<file path="src/rtl/core/fbtp_pkg.sv">
// Shared constants for the Bezier time-to-position block.
package fbtp_pkg;

    localparam int FRAC_BITS_DEF    = 6;
    localparam int SIGNAL_SCALE_DEF = 8192;

    localparam int CFG_IDX_W  = 3;
    localparam int CFG_DATA_W = 32;
    localparam int WORD_W     = 32;
    localparam int CNT_W      = 5;
    localparam int SEARCH_W   = 16;

    localparam logic [CFG_IDX_W-1:0] REG_START_TIME     = 3'd0;
    localparam logic [CFG_IDX_W-1:0] REG_SPAN_MS        = 3'd1;
    localparam logic [CFG_IDX_W-1:0] REG_START_LEVEL    = 3'd2;
    localparam logic [CFG_IDX_W-1:0] REG_START_HANDLE_X = 3'd3;
    localparam logic [CFG_IDX_W-1:0] REG_START_HANDLE_Y = 3'd4;
    localparam logic [CFG_IDX_W-1:0] REG_END_LEVEL      = 3'd5;
    localparam logic [CFG_IDX_W-1:0] REG_END_HANDLE_X   = 3'd6;
    localparam logic [CFG_IDX_W-1:0] REG_END_HANDLE_Y   = 3'd7;

endpackage

</file>
<file path="src/rtl/core/fixed_bezier_time_to_position.sv">
// Cubic Bezier motion curve evaluation: time in milliseconds to fixed-point position.
//
// A request is taken when start is high and busy is low; one result follows on
// o_level_fixed and o_movement_fixed, marked by a single-cycle o_done pulse that
// cannot be held off. All lerp products run through one shared shift-and-add
// multiplier that consumes one bit of u per cycle. An item runs R bisection
// rounds of six lerps for x(u), where R is at most about FRAC_BITS+2, then six
// lerps for y(u), and ends with a one-bit-per-cycle division by SIGNAL_SCALE.
module fixed_bezier_time_to_position #(
    parameter int FRAC_BITS    = fbtp_pkg::FRAC_BITS_DEF,
    parameter int SIGNAL_SCALE = fbtp_pkg::SIGNAL_SCALE_DEF
) (
    input  logic                             i_clk,
    input  logic                             i_rst_n,
    input  logic                             start,
    output logic                             busy,
    input  logic [31:0]                      i_now_ms,
    input  logic                             i_cfg_we,
    input  logic [fbtp_pkg::CFG_IDX_W-1:0]   i_cfg_idx,
    input  logic [fbtp_pkg::CFG_DATA_W-1:0]  i_cfg_wdata,
    output logic                             o_done,
    output logic [21:0]                      o_level_fixed,
    output logic [15:0]                      o_movement_fixed
);
    import fbtp_pkg::*;

    localparam int U_W   = FRAC_BITS + 1;
    localparam int IT_W  = $clog2(2 * FRAC_BITS + 9);
    localparam int LIMIT = 2 * FRAC_BITS + 8;
    localparam int REM_W = $clog2(SIGNAL_SCALE + 1) + 1;
    localparam logic [U_W-1:0]   U_ONE     = U_W'(1) << FRAC_BITS;
    localparam logic [REM_W-1:0] SCALE_R   = REM_W'(SIGNAL_SCALE);
    localparam logic [CNT_W-1:0] MUL_LAST  = CNT_W'(FRAC_BITS);
    localparam logic [CNT_W-1:0] DIV_LAST  = CNT_W'(WORD_W - 1);

    typedef enum logic [2:0] {S_IDLE, S_LOAD, S_MUL, S_CHECK, S_DIV} t_state;
    typedef enum logic [3:0] {
        OP_P11, OP_P12, OP_P13, OP_P21, OP_P22, OP_EX,
        OP_Q11, OP_Q12, OP_Q13, OP_Q21, OP_Q22, OP_Y
    } t_op;

    // Configuration registers
    logic [31:0] r_start_time;
    logic [15:0] r_span_ms;
    logic [13:0] r_start_level;
    logic [16:0] r_start_handle_x;
    logic [15:0] r_start_handle_y;
    logic [13:0] r_end_level;
    logic [16:0] r_end_handle_x;
    logic [15:0] r_end_handle_y;

    always_ff @(posedge i_clk) begin
        if (!i_rst_n) begin
            r_start_time     <= '0;
            r_span_ms        <= '0;
            r_start_level    <= '0;
            r_start_handle_x <= '0;
            r_start_handle_y <= '0;
            r_end_level      <= '0;
            r_end_handle_x   <= '0;
            r_end_handle_y   <= '0;
        end else if (i_cfg_we) begin
            case (i_cfg_idx)
                REG_START_TIME:     r_start_time     <= i_cfg_wdata[31:0];
                REG_SPAN_MS:        r_span_ms        <= i_cfg_wdata[15:0];
                REG_START_LEVEL:    r_start_level    <= i_cfg_wdata[13:0];
                REG_START_HANDLE_X: r_start_handle_x <= i_cfg_wdata[16:0];
                REG_START_HANDLE_Y: r_start_handle_y <= i_cfg_wdata[15:0];
                REG_END_LEVEL:      r_end_level      <= i_cfg_wdata[13:0];
                REG_END_HANDLE_X:   r_end_handle_x   <= i_cfg_wdata[16:0];
                REG_END_HANDLE_Y:   r_end_handle_y   <= i_cfg_wdata[15:0];
                default: ;
            endcase
        end
    end

    // Control points derived at request time
    logic [31:0] c_dur, c_sy, c_scx, c_scy, c_ey, c_ecy, c_ecx, c_x;
    logic [34:0] c_endx, c_endsum;

    always_comb begin
        c_dur  = 32'(r_span_ms) << FRAC_BITS;
        c_sy   = 32'(r_start_level) << FRAC_BITS;
        c_scx  = 32'($signed(r_start_handle_x)) << FRAC_BITS;
        c_scy  = (32'(r_start_level) + 32'($signed(r_start_handle_y))) << FRAC_BITS;
        c_ey   = 32'(r_end_level) << FRAC_BITS;
        c_ecy  = (32'(r_end_level) + 32'($signed(r_end_handle_y))) << FRAC_BITS;
        c_endx = 35'(r_start_time) + 35'(r_span_ms);
        c_endsum = c_endx + 35'($signed(r_end_handle_x));
        // An end control that would land before time zero is pulled to time zero.
        if (c_endsum[34])
            c_ecx = (32'd0 - c_endx[31:0]) << FRAC_BITS;
        else
            c_ecx = 32'($signed(r_end_handle_x)) << FRAC_BITS;
        c_x = (i_now_ms - r_start_time) << FRAC_BITS;
    end

    t_state          r_state;
    t_op             r_op;
    logic [31:0]     r_dur, r_sy, r_scx, r_scy, r_ey, r_ecy, r_ecx, r_x;
    logic [31:0]     r_t [6];
    logic [U_W-1:0]  r_u, r_lo, r_hi;
    logic [IT_W-1:0] r_iter;
    logic            r_bail;
    logic [SEARCH_W-1:0] r_search;
    logic [31:0]     r_md, r_acc;
    logic [U_W-1:0]  r_mul;
    logic [CNT_W-1:0] r_cnt;
    logic [31:0]     r_quo;
    logic [REM_W-1:0] r_rem;

    // Operand selection for the lerp about to start
    logic [31:0]    l_a, l_b, l_diff, l_d, l_base;
    logic [U_W-1:0] l_m;
    logic           l_signed;

    always_comb begin
        l_a = '0;
        l_b = '0;
        l_signed = 1'b0;
        case (r_op)
            OP_P12: begin l_a = r_scx;         l_b = r_dur + r_ecx; end
            OP_P13: begin l_a = r_dur + r_ecx; l_b = r_dur;         end
            OP_P21: begin l_a = r_t[0];        l_b = r_t[1];        end
            OP_P22: begin l_a = r_t[1];        l_b = r_t[2];        end
            OP_EX:  begin l_a = r_t[3];        l_b = r_t[4];        end
            OP_Q11: begin l_a = r_sy;  l_b = r_scy; l_signed = 1'b1; end
            OP_Q12: begin l_a = r_scy; l_b = r_ecy; l_signed = 1'b1; end
            OP_Q13: begin l_a = r_ecy; l_b = r_ey;  l_signed = 1'b1; end
            OP_Q21: begin l_a = r_t[0]; l_b = r_t[1]; l_signed = 1'b1; end
            OP_Q22: begin l_a = r_t[1]; l_b = r_t[2]; l_signed = 1'b1; end
            OP_Y:   begin l_a = r_t[3]; l_b = r_t[4]; l_signed = 1'b1; end
            default: ;
        endcase
        l_diff = l_b - l_a;
        if (r_op == OP_P11) begin
            l_d    = r_scx >> FRAC_BITS;
            l_m    = r_u;
            l_base = '0;
        end else if (l_signed) begin
            l_d    = 32'($signed(l_diff) >>> FRAC_BITS);
            l_m    = r_u;
            l_base = l_a;
        end else if (l_b < l_a) begin
            l_d    = (32'd0 - l_diff) >> FRAC_BITS;
            l_m    = U_ONE - r_u;
            l_base = l_b;
        end else begin
            l_d    = l_diff >> FRAC_BITS;
            l_m    = r_u;
            l_base = l_a;
        end
    end

    logic [31:0]    n_acc, n_y, n_ex_gap;
    logic [2:0]     n_slot;
    logic           n_stop, n_above;
    logic [U_W-1:0] n_lo, n_hi;
    logic [REM_W-1:0] n_rem_sh;

    always_comb begin
        n_acc = r_acc + (r_mul[0] ? r_md : 32'd0);
        n_y   = n_acc[31] ? 32'd0 : n_acc;
        case (r_op)
            OP_P11, OP_Q11: n_slot = 3'd0;
            OP_P12, OP_Q12: n_slot = 3'd1;
            OP_P13, OP_Q13: n_slot = 3'd2;
            OP_P21, OP_Q21: n_slot = 3'd3;
            OP_P22, OP_Q22: n_slot = 3'd4;
            default:        n_slot = 3'd5;
        endcase
        n_above  = r_t[5] > r_x;
        n_ex_gap = n_above ? (r_t[5] - r_x) : (r_x - r_t[5]);
        n_stop   = (n_ex_gap < 32'(U_ONE)) || r_bail || (r_iter >= IT_W'(LIMIT));
        n_lo = r_lo;
        n_hi = r_hi;
        if (n_above)
            n_hi = r_u;
        else if (r_t[5] < r_x)
            n_lo = r_u;
        n_rem_sh = {r_rem[REM_W-2:0], r_quo[31]};
    end

    assign busy = (r_state != S_IDLE);

    always_ff @(posedge i_clk) begin
        if (!i_rst_n) begin
            r_state  <= S_IDLE;
            r_op     <= OP_P11;
            r_search <= SEARCH_W'(2);
            o_done   <= 1'b0;
            r_cnt    <= '0;
            r_u      <= '0;
            r_lo     <= '0;
            r_hi     <= '0;
            r_iter   <= '0;
            r_bail   <= 1'b0;
        end else begin
            o_done <= 1'b0;
            case (r_state)
                S_IDLE: begin
                    if (start) begin
                        r_dur <= c_dur;
                        r_sy  <= c_sy;
                        r_scx <= c_scx;
                        r_scy <= c_scy;
                        r_ey  <= c_ey;
                        r_ecy <= c_ecy;
                        r_ecx <= c_ecx;
                        r_x   <= c_x;
                        r_u   <= (r_search > SEARCH_W'(U_ONE)) ? U_ONE : r_search[U_W-1:0];
                        r_lo  <= '0;
                        r_hi  <= U_ONE;
                        r_iter <= '0;
                        r_bail <= 1'b0;
                        r_op   <= OP_P11;
                        r_state <= S_LOAD;
                    end
                end
                S_LOAD: begin
                    r_md    <= l_d;
                    r_mul   <= l_m;
                    r_acc   <= l_base;
                    r_cnt   <= '0;
                    r_state <= S_MUL;
                end
                S_MUL: begin
                    r_acc <= n_acc;
                    r_md  <= r_md << 1;
                    r_mul <= r_mul >> 1;
                    r_cnt <= r_cnt + CNT_W'(1);
                    if (r_cnt == MUL_LAST) begin
                        r_t[n_slot] <= n_acc;
                        if (r_op == OP_EX) begin
                            r_state <= S_CHECK;
                        end else if (r_op == OP_Y) begin
                            // Clamped height goes to the divider as its dividend.
                            r_quo   <= n_y;
                            r_rem   <= '0;
                            r_cnt   <= '0;
                            r_state <= S_DIV;
                        end else begin
                            r_op    <= t_op'(r_op + 4'd1);
                            r_state <= S_LOAD;
                        end
                    end
                end
                S_CHECK: begin
                    if (n_stop) begin
                        r_search <= SEARCH_W'(r_u) + SEARCH_W'(1);
                        r_op     <= OP_Q11;
                    end else begin
                        r_lo   <= n_lo;
                        r_hi   <= n_hi;
                        r_u    <= ((n_hi - n_lo) >> 1) + n_lo;
                        r_bail <= (n_hi - n_lo) <= U_W'(1);
                        r_iter <= r_iter + IT_W'(1);
                        r_op   <= OP_P11;
                    end
                    r_state <= S_LOAD;
                end
                S_DIV: begin
                    // Restoring division, one quotient bit per cycle.
                    if (n_rem_sh >= SCALE_R) begin
                        r_rem <= n_rem_sh - SCALE_R;
                        r_quo <= {r_quo[30:0], 1'b1};
                    end else begin
                        r_rem <= n_rem_sh;
                        r_quo <= {r_quo[30:0], 1'b0};
                    end
                    r_cnt <= r_cnt + CNT_W'(1);
                    if (r_cnt == DIV_LAST) begin
                        o_done <= 1'b1;
                        o_level_fixed <= (r_t[5][31] || r_t[5] > 32'd4194303) ?
                                         (r_t[5][31] ? 22'd0 : 22'h3FFFFF) : r_t[5][21:0];
                        o_movement_fixed <= (r_quo[30:15] != 16'd0) ? 16'hFFFF :
                                            {r_quo[14:0], (n_rem_sh >= SCALE_R)};
                        r_state <= S_IDLE;
                    end
                end
                default: r_state <= S_IDLE;
            endcase
        end
    end

    a_done_after_busy: assert property (@(posedge i_clk) disable iff (!i_rst_n)
        o_done |-> $past(busy)) else $error("result without a request in flight");
    a_done_idle: assert property (@(posedge i_clk) disable iff (!i_rst_n)
        o_done |-> !busy) else $error("result strobe while still busy");
    a_accept_busy: assert property (@(posedge i_clk) disable iff (!i_rst_n)
        start && !busy |=> busy) else $error("request not taken");
    a_u_range: assert property (@(posedge i_clk) disable iff (!i_rst_n)
        busy |-> (r_u <= U_ONE && r_lo <= r_hi)) else $error("search bounds broken");

endmodule

</file>
<file path="config.mk">
export PLATFORM = sky130hd
export DESIGN_NAME = fixed_bezier_time_to_position
export DESIGN_NICKNAME = d
export VERILOG_FILES = /design/src/rtl/core/fbtp_pkg.sv /design/src/rtl/core/fixed_bezier_time_to_position.sv
export SDC_FILE = /design/constraint.sdc
export NUM_CORES = 2
export LEC_CHECK = 0
export BUFFER_PORTS_ARGS = -buffer_cell sky130_fd_sc_hd__buf_2
export CAP_MARGIN = 15
export CORE_AREA = 2 2 243 341
export CTS_CLUSTER_SIZE = 12
export DETAILED_ROUTE_END_ITERATION = 12
export DIE_AREA = 0 0 245 343
export GPL_TIMING_DRIVEN = 0
export PLACE_DENSITY = 0.7
export REMOVE_ABC_BUFFERS = 1
export SLEW_MARGIN = 0
export SYNTH_ARGS = -nofsm -noshare
export SYNTH_HDL_FRONTEND = slang
export SYNTH_SLANG_ARGS = --single-unit
</file>
<file path="constraint.sdc">
create_clock -name i_clk -period 7.2 [get_ports i_clk]
set_input_delay 0.36 -clock i_clk [delete_from_list [all_inputs] [get_ports i_clk]]
set_output_delay 0.36 -clock i_clk [all_outputs]
set_load 0.02 [all_outputs]
</file>
==> metrics.cfg <==
[run_status]
status=complete, no violations

[critical_path]
r2r_start=r_op[1]$_SDFFE_PN0P_
critPathMaxStageDelay_ps=770
crit_fanout=16
cp-startpoint=r_op[1]$_SDFFE_PN0P_
r2r_slack_ps=170
required_ps=7580
path_class=reg2reg
cp-end-kind=flop
cpMaxStageDelayCell=a2111oi_0
path_cells=inv_1 -> ha_1 -> mux2i_1 -> nor2_4 -> a222oi_1 -> nand2_1 -> a221oi_1 -> ha_1 -> nor2_1 -> a21o_1 -> a2111oi_0 -> nor4_1 -> nor3_1 -> nand4b_1 -> nor4_1 -> nand4_1 -> nor4_2 -> a31oi_1 -> xnor2_1 -> a221o_1
start_kind=flop
critPathArrivalTime_ps=7410

[cells_and_area]
final_common_cell=nand2_1
fin_util=0.5488
drive_gt1_frac=0.08621
final_nets=4532
diodes=0
stdcell_area_mm2=0.04453
area_growth_pct=10.98
final_cell_mix=nand2_1 (566), edfxtp_1 (494), a21oi_1 (391)

[logic_synthesis]
ys_seq_elements=687
synth_cells=4167
avgSynthCellArea_um2=9.629
synth_top_cell_area_share=0.3697
ys_async_sr_fraction=0
synth_edf_count=494
ys.flop_type=edfxtp_1
synth_cell_types=94
yosys.area.top_type=edfxtp_1
ys_top_cells_by_area=edfxtp_1 (37%), dfxtp_1 (9.6%), ha_1 (7.9%)
yosys_warnings=0
syn-cell-area_mm2=0.04012
ys_seq_area_frac=0.4660

[timing]
fin_worst_skew_ps=26.83
finalCritPeriodShare=0.9763
relSlewSlack=0.1602
hold_violations=0
period_minus_slack_ps=7029
tightest_slew_ps=1255
slew_violations=0
fmax_mhz=142.3
setup_viol=0

[placed_design]
routabilityCongestion=0.9687
dpl_cell_area_mm2=0.04195
dp.final_hpwl_um=84870
io_buffers=104

[global_route]
grtUsageTotal=0.2693
grt_util_met1=0.3168
use_met2=0.4760
grt_max_degree=93
grt_pass1_vias=31008
grt_overflow=0
antenna_found_initial=1
grtUsageMet3=0.02824
grt_pass1_wl_um=175300
busiest_layer=met2

[cts]
cts-root-buf=clkbuf_16
cts_tree=yes
clkSlewWorstSetupHoldPaths_ps=60
cts_sinks=687
htree_levels=3
numCtsBuffers=73
post_cts_buffers=0
cts_buffer_depth=3
worstSkewPairLatency_ps=640

[floorplan]
fp.dieArea_mm2=0.08404
start_util=0.4945
fp.coreArea_mm2=0.08114
pin_count=111
rows=124
die_x_um=245
die_h_um=343

[detailed_routing]
route.detailed.drc=0
drt-initial-drc-count=3235
viasPerCell=6.030
drt-total-wl_um=115000
antenna_left=0
wire_per_inst_um=21.58
dr.pass1.iters=6
vias=32127

[power_and_ir_drop]
p_comb_frac=0.237
p_clk_frac=0.339
seq_power_share=0.424
p_leak_nw=16.89
peakVddDrop_v=0.0001898
cellInternalPower_mw=7.474
powerDensity_mw_per_mm2=242.2
switching_share=0.3069
p_switching_mw=3.310

[flow_run]
max-cap-violations=0

[min_path]
hp-class=in2reg
holdCritStartpoint=i_cfg_wdata[16]

-- Yosys cell counts, types with 23 or more instances --
master    instances
clkbuf_1        181
dfxtp_1         193
o21ai_0         195
nor2_1          294
edfxtp_1        494
or2_2            26
mux2_2           26
ha_1            254
o211ai_1         28
xnor2_1         168
nand2_1         568
nand4_1          35
o21a_1           31
inv_1           203
a21o_1           98
and2_1           54
nor3_1           62
a21oi_1         391
nor4_1           25
and3_1           50
a22oi_1          79
nor2b_1          29
o31ai_1          35
xor2_1           64
o21bai_1         36
nand3_1          91
a211oi_1         23
a222oi_1         47
-- metrics by stage --
| step | worst slack, ps | total power [mW] | std cells | hold slack, ps | setup TNS, ps |
|---|---|---|---|---|---|
| after global placement | -10230 | 7.068 | 5126 | 412.0 | -2212750 |
| final | 171.0 | 10.78 | 5328 | 68.74 | 0 |
| after global routing | -1.055 | 11.21 | 5328 | 56.18 | -1.055 |
| after detailed placement | 75.21 | 7.120 | 5169 | 414.6 | 0 |
| after CTS | 28.76 | 10.78 | 5319 | 30.13 | 0 |
| after floorplan | -2694 | 6.373 | 3951 | 408.1 | -398220 |
-- power groups by stage --
stage               Clock, mW  Sequential (mW)  Combinational (mW)
floorplan                   0             4.62                1.75
global placement            0             4.68                2.38
detailed placement          0             4.65                2.47
CTS                      3.72             4.57                2.49
global route             3.85             4.58                2.78
finish                   3.66             4.57                2.55
-- cells by family (layout without fill, tap and decap cells) --
| group | count (synthesis) | count (layout) | share of synthesized area |
|---|---|---|---|
| xor+xnor | 232 | 232 | 0.05064 |
| flops | 687 | 687 | 0.4660 |
| simple gates | 1329 | 1330 | 0.1514 |
| mux | 46 | 46 | 0.01229 |
| compound gates | 1190 | 1190 | 0.1946 |
| buf+inv | 419 | 508 | 0.04079 |
| fa+ha+maj | 264 | 264 | 0.08420 |
-- sequential cells by signal, indices dropped and copies added, names as in the netlist, 16 cells and up --
register	cells
r_ecx	26
r_span_ms	16
r_x	26
r_acc	32
r_end_handle_y	16
r_quo	32
r_start_time	32
r_start_handle_x	17
r_end_handle_x	17
r_dur	16
r_start_handle_y	16
o_level_fixed	22
r_scy	17
r_scx	17
r_ecy	17
o_movement_fixed	16
r_md	32
r_t	192
-- final timing paths --
kind / depth (start not counted) / end
max reg2reg: 20 / r_md[24]$_DFFE_PP_
min reg2reg: 0 / r_scx[9]$_DFFE_PP_
max: 20 / r_md[24]$_DFFE_PP_
min: 3 / r_start_handle_x[16]$_SDFFE_PN0P_
-- metal layers --
metal	share of wire	vias to the layer above
met5	0.00010	-
met4	0.060	2
met3	0.055	260
met2	0.50	1082
met1	0.38	15461
li1	-	15322
-- worst max-delay path: cells and delay by family, from the launching register on --
family / cells / cell delay [ps]
muxes: 1 / 490
AOI/OAI and AO/OA: 6 / 2340
adders and majority gates: 2 / 650
DFF: 1 / 490
xor gates and xnor gates: 1 / 150
and+or+nand+nor: 9 / 2530
buffers and inverters: 1 / 110
-- layout make-up --
cell class | instances | area [µm²]
inverter | 203 | 767.0
clock inverter | 21 | 175.2
clock buffer | 114 | 2105
tap | 1071 | 1340
fill | 7141 | 36620
multi-input combinational | 3062 | 19940
timing repair buffer | 170 | 1501
sequential | 687 | 18700
-- repair_timing --
item	in CTS	in global routing
hold buffers	15	0
hold endpoints to repair	15	0
gates resized for setup	0	3
endpoints found under the setup margin	0	15
Power figures use the tool's default switching activity.
